$ cat config.mk
export PLATFORM = sky130hd
export DESIGN_NAME = grcr_ctrl
export DESIGN_NICKNAME = d
export VERILOG_FILES = /design/src/grcr_pkg.sv /design/src/grcr_ctrl.sv
export SDC_FILE = /design/constraint.sdc
export NUM_CORES = 1
export LEC_CHECK = 0
export ABC_AREA = 1
export BUFFER_PORTS_ARGS = -buffer_cell sky130_fd_sc_hd__buf_2
export CAP_MARGIN = 20
export CORE_MARGIN = 8
export CORE_UTILIZATION = 49
export DETAILED_ROUTE_END_ITERATION = 16
export HOLD_SLACK_MARGIN = 0.06
export PLACE_DENSITY = 0.78
export SETUP_SLACK_MARGIN = 0.3
export SLEW_MARGIN = 10
export SYNTH_ARGS = -nofsm -noshare
export SYNTH_HDL_FRONTEND = slang
export SYNTH_SLANG_ARGS = --single-unit
$ cat constraint.sdc
create_clock -name clk_i -period 1.9 [get_ports clk_i]
set_input_delay 0.38 -clock clk_i [delete_from_list [all_inputs] [get_ports clk_i]]
set_output_delay 0.38 -clock clk_i [all_outputs]
set_load 0.02 [all_outputs]
$ cat src/grcr_pkg.sv
// Shared types, constants and stencil tables for the grid ray-cast range core.
// Used by grcr_ctrl, grcr_datapath and grid_ray_cast_range_core.
package grcr_pkg;

  localparam int unsigned DEF_MAX_ROWS = 256;
  localparam int unsigned DEF_MAX_COLS = 256;

  localparam int unsigned CFG_IDX_W  = 2;
  localparam int unsigned CFG_DATA_W = 9;
  localparam logic [CFG_IDX_W-1:0] REG_ROWS = 2'd0;
  localparam logic [CFG_IDX_W-1:0] REG_COLS = 2'd1;
  localparam logic [CFG_DATA_W-1:0] RESET_ROWS = 9'd256;
  localparam logic [CFG_DATA_W-1:0] RESET_COLS = 9'd256;

  localparam logic CMD_WRITE = 1'b0;
  localparam logic CMD_CAST  = 1'b1;

  localparam int unsigned CNT_W       = 5;
  localparam logic [CNT_W-1:0] SQRT_LAST  = 5'd26;
  localparam logic [CNT_W-1:0] DIV_LAST   = 5'd17;
  localparam logic [2:0] STENCIL_LAST = 3'd5;
  localparam logic [17:0] UNIT_ONE    = 18'd65536;

  typedef enum logic [3:0] {
    S_CLEAR,
    S_IDLE,
    S_SQX,
    S_SQY,
    S_SQRT,
    S_DIVX_INIT,
    S_DIVX,
    S_DIVY_INIT,
    S_DIVY,
    S_MARCH_INIT,
    S_ROUND,
    S_PROBE,
    S_DONE
  } state_e;

  typedef struct packed {
    logic       clear;
    logic       cell_wr;
    logic       load;
    logic       sq_x;
    logic       sq_y;
    logic       sqrt_step;
    logic       div_init;
    logic       div_sel;
    logic       div_step;
    logic       march_init;
    logic       round;
    logic       probe;
    logic [2:0] probe_k;
    logic       advance;
    logic       res_same;
    logic       res_hit;
  } cmd_t;

  typedef struct packed {
    logic clr_last;
    logic pts_same;
    logic maxr_zero;
    logic any_in;
    logic occ;
    logic last_step;
  } sts_t;

  // Plus-shaped stencil: left, center, up, down, right
  function automatic logic signed [1:0] stencil_dx(input logic [2:0] k);
    logic signed [1:0] v;
    case (k)
      3'd0:    v = -2'sd1;
      3'd4:    v = 2'sd1;
      default: v = 2'sd0;
    endcase
    return v;
  endfunction

  function automatic logic signed [1:0] stencil_dy(input logic [2:0] k);
    logic signed [1:0] v;
    case (k)
      3'd2:    v = 2'sd1;
      3'd3:    v = -2'sd1;
      default: v = 2'sd0;
    endcase
    return v;
  endfunction

endpackage

$ cat src/grcr_ctrl.sv
// Sequencer for the grid ray-cast range core: clear pass, square root,
// division and march steps. Depends on grcr_pkg.
module grcr_ctrl (
  input  logic            clk_i,
  input  logic            rst_ni,
  input  logic            start,
  input  logic            command_i,
  input  grcr_pkg::sts_t  sts_i,
  output grcr_pkg::cmd_t  cmd_o,
  output logic            busy,
  output logic            result_valid_o
);

  grcr_pkg::state_e state_q, state_d;
  logic [grcr_pkg::CNT_W-1:0] cnt_q, cnt_d;

  always_ff @(posedge clk_i or negedge rst_ni) begin
    if (!rst_ni) begin
      state_q <= grcr_pkg::S_CLEAR;
      cnt_q   <= '0;
    end else begin
      state_q <= state_d;
      cnt_q   <= cnt_d;
    end
  end

  always_comb begin
    state_d        = state_q;
    cnt_d          = cnt_q;
    cmd_o          = '0;
    cmd_o.probe_k  = cnt_q[2:0];
    busy           = (state_q != grcr_pkg::S_IDLE);
    result_valid_o = 1'b0;
    case (state_q)
      grcr_pkg::S_CLEAR: begin
        cmd_o.clear = 1'b1;
        if (sts_i.clr_last) state_d = grcr_pkg::S_IDLE;
      end
      grcr_pkg::S_IDLE: begin
        if (start) begin
          if (command_i == grcr_pkg::CMD_CAST) begin
            cmd_o.load = 1'b1;
            state_d    = grcr_pkg::S_SQX;
          end else begin
            cmd_o.cell_wr = 1'b1;
          end
        end
      end
      grcr_pkg::S_SQX: begin
        if (sts_i.pts_same) begin
          cmd_o.res_same = 1'b1;
          state_d        = grcr_pkg::S_DONE;
        end else begin
          cmd_o.sq_x = 1'b1;
          state_d    = grcr_pkg::S_SQY;
        end
      end
      grcr_pkg::S_SQY: begin
        cmd_o.sq_y = 1'b1;
        cnt_d      = '0;
        state_d    = grcr_pkg::S_SQRT;
      end
      grcr_pkg::S_SQRT: begin
        cmd_o.sqrt_step = 1'b1;
        cnt_d           = cnt_q + 1'b1;
        if (cnt_q == grcr_pkg::SQRT_LAST) state_d = grcr_pkg::S_DIVX_INIT;
      end
      grcr_pkg::S_DIVX_INIT: begin
        cmd_o.div_init = 1'b1;
        cnt_d          = '0;
        state_d        = grcr_pkg::S_DIVX;
      end
      grcr_pkg::S_DIVX: begin
        cmd_o.div_step = 1'b1;
        cnt_d          = cnt_q + 1'b1;
        if (cnt_q == grcr_pkg::DIV_LAST) state_d = grcr_pkg::S_DIVY_INIT;
      end
      grcr_pkg::S_DIVY_INIT: begin
        // store ux and start on uy
        cmd_o.div_init = 1'b1;
        cmd_o.div_sel  = 1'b1;
        cnt_d          = '0;
        state_d        = grcr_pkg::S_DIVY;
      end
      grcr_pkg::S_DIVY: begin
        cmd_o.div_step = 1'b1;
        cnt_d          = cnt_q + 1'b1;
        if (cnt_q == grcr_pkg::DIV_LAST) state_d = grcr_pkg::S_MARCH_INIT;
      end
      grcr_pkg::S_MARCH_INIT: begin
        cmd_o.march_init = 1'b1;
        state_d = sts_i.maxr_zero ? grcr_pkg::S_DONE : grcr_pkg::S_ROUND;
      end
      grcr_pkg::S_ROUND: begin
        cmd_o.round = 1'b1;
        cnt_d       = '0;
        state_d     = grcr_pkg::S_PROBE;
      end
      grcr_pkg::S_PROBE: begin
        cmd_o.probe = 1'b1;
        cnt_d       = cnt_q + 1'b1;
        if (cnt_q[2:0] == grcr_pkg::STENCIL_LAST) begin
          if (!sts_i.any_in) begin
            state_d = grcr_pkg::S_DONE;
          end else if (sts_i.occ) begin
            cmd_o.res_hit = 1'b1;
            state_d       = grcr_pkg::S_DONE;
          end else if (sts_i.last_step) begin
            state_d = grcr_pkg::S_DONE;
          end else begin
            cmd_o.advance = 1'b1;
            state_d       = grcr_pkg::S_ROUND;
          end
        end
      end
      grcr_pkg::S_DONE: begin
        result_valid_o = 1'b1;
        state_d        = grcr_pkg::S_IDLE;
      end
      default: state_d = grcr_pkg::S_IDLE;
    endcase
  end

endmodule

# Word level (Yosys, flattened, before mapping)
# Index checks and enable logic that the tools add are counted.
# totals
regBits	9
latchBits	0
ramBits	0
rom_bits	0
inputBits	10
output_inout_bits	20
word_cells	74
mem_count	0
# op_classes
add_sub_neg	1
mul	0
div_mod_pow	0
n_lt_le_gt_ge	0
n_eq_ne	23
shifts	0
mux	41
n_bitwise	0
n_reduce_logical	7
# op_table
op	n
one-hot mux 4 bit (12 select lines)	1
2-to-1 mux 4 bit	8
2-to-1 mux 1 bit	25
equality test 4 bit (second input constant)	5
equality test 4 x 3 -> 1 bit (second input constant)	4
inequality test 2 bit (second input constant)	7
2-to-1 mux 3 bit	4
equality test 5 bit (second input constant)	2
one-hot mux 5 bit (2 select lines)	1
equality test 4 x 2 -> 1 bit (second input constant)	2
OR reduction 4 bit	2
AND reduction 7 bit	1
adder 5 x 1 -> 5 bit (second input constant)	1
equality test 4 x 1 -> 1 bit (second input constant)	1
zero test 4 bit	1
2-to-1 mux 2 bit	2
inequality test 4 x 1 -> 1 bit (second input constant)	1
OR reduction 2 bit	2
equality test 3 bit (second input constant)	1
nonzero test 2 bit	1

# Longest topological paths before layout
# logic_depth
depth_word	5
ltp_mapped	11
mapped_depth_nobuf	11

# Worst setup path before layout
# OpenSTA, ideal clock, no wires.
# synth_path
path_kind	reg2out
startpoint	register state_q[3]
endpoint	output port cmd_o[16] (netlist bit)
arrival_time_ps	1445
required_time_ps	1520
path_slack_ps	75
stages_incl_launch_ff	4
path_buffers	0
cell_sequence	dfrtp_1 nor2_2 nand2_1 nor3b_1
# synth_lines
item	line	text
from (decl)	grcr_ctrl.sv:14	grcr_pkg::state_e state_q, state_d;
from (signal assigned)	grcr_ctrl.sv:19	state_q <= grcr_pkg::S_CLEAR;
from (signal assigned)	grcr_ctrl.sv:22	state_q <= state_d;
to (decl)	grcr_ctrl.sv:9	output grcr_pkg::cmd_t cmd_o,

==> results.txt <==
- Outcome: finished clean
- Clk slew on worst S/H paths: 0.06 ns
- For this block, the initial DRC count from the detailed router was 41.
- Top-area cell type share of the netlist area: roughly a quarter
- Met2 global-route usage: about 30%
* Total non-filler cell area in the finished layout: 0.00149 mm2
- Detailed Routing Iterations Pass 1: 4
* Share of the clock period used by the worst path: a little over nine tenths
* Final Hold Fails: 0
* Leakage power figure: 0.779 nW
- In this run the horizontal extent of the chip is 58.7 um.
* Layout overhead on the synthesized area: 66.0%
* Internal power: 0.00112 W
- Post-synthesis sequential element count: 9
- Category of the worst setup path capture point: output port
- Dividing the detail-routed via count by the number of cells gives 5.12.
- The repair_antennas step left the layout with diodes totalling 0.
- Summing over every cut layer, the via total after detailed routing is 1127.
- Register Area: roughly 230 um2
- Number of primary I/O pins: 30
* Relative slew margins: 84.6%
- For the pin with the worst max-slew slack, the measured transition is 0.231 ns.
* Full die area: 0.00345 mm2
* Clock network fraction of design power: 6.3%
* Total core area: between 0.0015 and 0.002 mm2
- Post-route DRC: 0
* Crit start category: register
* CTS tree: done
* Ys Warns: 0
- Maximum clock path buffer count: 2
* Final Wtd Congestion: 0.981
* Routed wire length: 3.39 mm
* Most used routing layer in global routing: met2
* Most area-consuming cells after synthesis: dfrtp_1, nand2_1, nor2_1
- Starting utilization of the core area: between 50% and 60%
* HPWL after detailed placement: 1.89 mm
- Fraction of layout instances using a drive strength above 1: 57.4%
- Post-synthesis area per instance: 6.30 um2
* Post-DP Area: ~0.0011 mm2
* RSZ-0062 raised after global routing: true
- Summing all multi-input logic gate instances after layout gives 691 um2.
- The die is 58.7 um tall.
- Along the worst path, the maximum fanout reaches 6.
- Power spread over the standard cell area amounts to 1610 mW/mm2.
- Antenna violations before repair: 0
- Prior to clock tree synthesis, the placed netlist has a worst setup slack of ~0.27 ns.
* Routed Antenna Nets: 0
- Across the run, the number of max-cap violations was 0.
* Global routing usage summed across all routing layers: 18.3%
- Entering global routing, the biggest net connects 10 pins.
- Type of the setup path with the least slack: reg -> out
- Filler cells: 97
- The count of cells in the finished layout, fillers not included, comes to 220.
- For the final routed database, the setup TNS stands at 0 ns.
* Crit path arrival time: ~1.4 ns
- Across the VDD grid, the largest voltage drop is 1.25 mV.
* Wire length per cell: 15.4 um
* Combinational Power Share: 76.5%
- Summing every instance area after synthesis gives between 800 and 900 um2.
- Net switching power: ~0.0013 W
- The root buffer cell chosen for the clock tree is clkbuf_4.
- For this run, the register share of the synthesized area comes to around 25%.
* Minimum setup slack in the final design: 0.0906 ns
* Area leader, netlist: dfrtp_1
- Setup violations remaining at the end of the flow were counted as 0.
* Most repeated cell in the gate-level netlist after synthesis: nand2_1
- Via count of the first global-routing pass: between 1k and 1.5k
* Standard-cell row count: 15
- The smallest clock period supported by the final layout is computed as 1.81 ns.
- Final Net Count: 209
- For this run, global-route usage on met3 was measured as 5.00%.
* Synthesized net count: approximately 160
- Sequential share of power: ~17%
* Grt ovf: 0
* Number of clock buffers inserted by TritonCTS: 3
- Counting instances in the post-synthesis netlist gives the leading cell types as nand2_1, nor2_1, inv_1.
- Between clock sinks in the finished design, the worst skew comes to 0.00733 ns.
* Global-route track usage on met1: 21.6%
- Number of flops mapped to enable cells by yosys: 0
* Timing-limited maximum frequency: 0.553 GHz
- In this run the number of H-tree levels came out at 1.
* Post-synth top flop: dfrtp_1
* Synth async-reset ratio: 100%
- Net switching is 53.2% of the power.
- Post-synthesis cell type count: 25
- Clock network latency to the later pin of the worst-skew pair: 0.26 ns
* Final number of max-transition violations: 0
* Number of sinks handled by clock tree synthesis: 9
- The number of placed instances, taps included, is 193.
- After technology mapping, the gate count stands at 142.
- Setup slack on the worst reg-to-reg path comes out at 0.26 ns.
- Count of buffers inserted at the top-level ports: 29
* CP Data Required Time: about 1.5 ns
- Type of the worst min-delay path: in -> async
- The first global-routing pass estimated ~5.0 mm of wire.
==> routing by layer <==
layer  routed length (um)  share of wire [%]
met5                    0                  0
met4                  104                3.1
met1                 1420                 42
met2                 1590                 47
met3                  273                8.0
==> flip-flops by register name (all words and copies together) (netlist names) <==
name / flops
cnt_q: 5
state_q: 4
==> metrics by stage <==
step	util, %	hold WS [ns]	total power [W]
after floorplan	-	0.0844	0.00120
after global placement	61.5	0.237	0.00144
after detailed placement	61.5	0.241	0.00145
after CTS	79.0	0.490	0.00201
after global routing	86.0	0.514	0.00253
final	86.0	0.490	0.00239
==> power groups by stage <==
stage	Sequential, W	Clock [W]	Combinational (W)
final	0.000412	0.000150	0.00182
after global routing	0.000422	0.000158	0.00195
after CTS	0.000391	0.000152	0.00146
after detailed placement	0.000360	0	0.00109
after global placement	0.000356	0	0.00108
after floorplan	0.000344	0	0.000861
==> worst max-delay path, stage by stage (launching register included) <==
cell and delay, ns:
dfrtp_2 0.46, inv_2 0.08, nor2_1 0.19, nand2_1 0.15
nand2_4 0.12, buf_2 0.17
==> layout make-up <==
cell class                      instances  share of cell area (%)
Inverter                               26                    7.08
Tap cell                               25                    2.11
Timing Repair Buffer                   52                    26.9
Clock buffer                            4                    1.77
Multi-Input combinational cell        104                    46.5
Sequential cell                         9                    15.7
==> path summary, 6_finish.rpt <==
kind,from,endpoint,cells past startpoint
worst min-delay path,rst_ni,cnt_q[3]$_DFFE_PN0P_,2
worst max-delay path,state_q[2]$_DFFE_PN0P_,cmd_o[9],5
min in group clk_i,sts_i[3],state_q[2]$_DFFE_PN0P_,7
worst max register to register,state_q[1]$_DFFE_PN0P_,state_q[1]$_DFFE_PN0P_,10
max in group asynchronous,rst_ni,state_q[3]$_DFFE_PN0P_,2
worst min register to register,cnt_q[3]$_DFFE_PN0P_,cnt_q[3]$_DFFE_PN0P_,2
==> logic make-up after synthesis <==
logic type | share of synthesized area (%)
flops | 25.2
compound gates | 6.29
buf+inv | 13.4
xor+xnor | 1.96
fa+ha+maj | 4.20
simple gates | 49.0
==> placed cells by master, fill, tap and decap left out, types with 4 or more instances in the layout <==
| cell | netlist | layout |
|---|---|---|
| nand3_1 | 10 | 8 |
| dfrtp_2 | 0 | 6 |
| nand2_1 | 40 | 33 |
| inv_2 | 8 | 12 |
| buf_6 | 0 | 11 |
| buf_4 | 3 | 26 |
| nand2_2 | 3 | 7 |
| buf_2 | 0 | 14 |
| nor2_4 | 3 | 13 |
| nor2_2 | 4 | 4 |
| inv_1 | 17 | 12 |
| nand2_4 | 1 | 4 |
| nor2_1 | 22 | 12 |
==> repair_timing <==
action | in CTS | in global routing
hold endpoints to repair | 9 | 0
pin swaps | 8 | 9
setup endpoints to repair | 17 | 23
hold buffers | 1 | 0
resized for setup | 49 | 24
setup buffers | 16 | 6
Power figures use the tool's default switching activity.
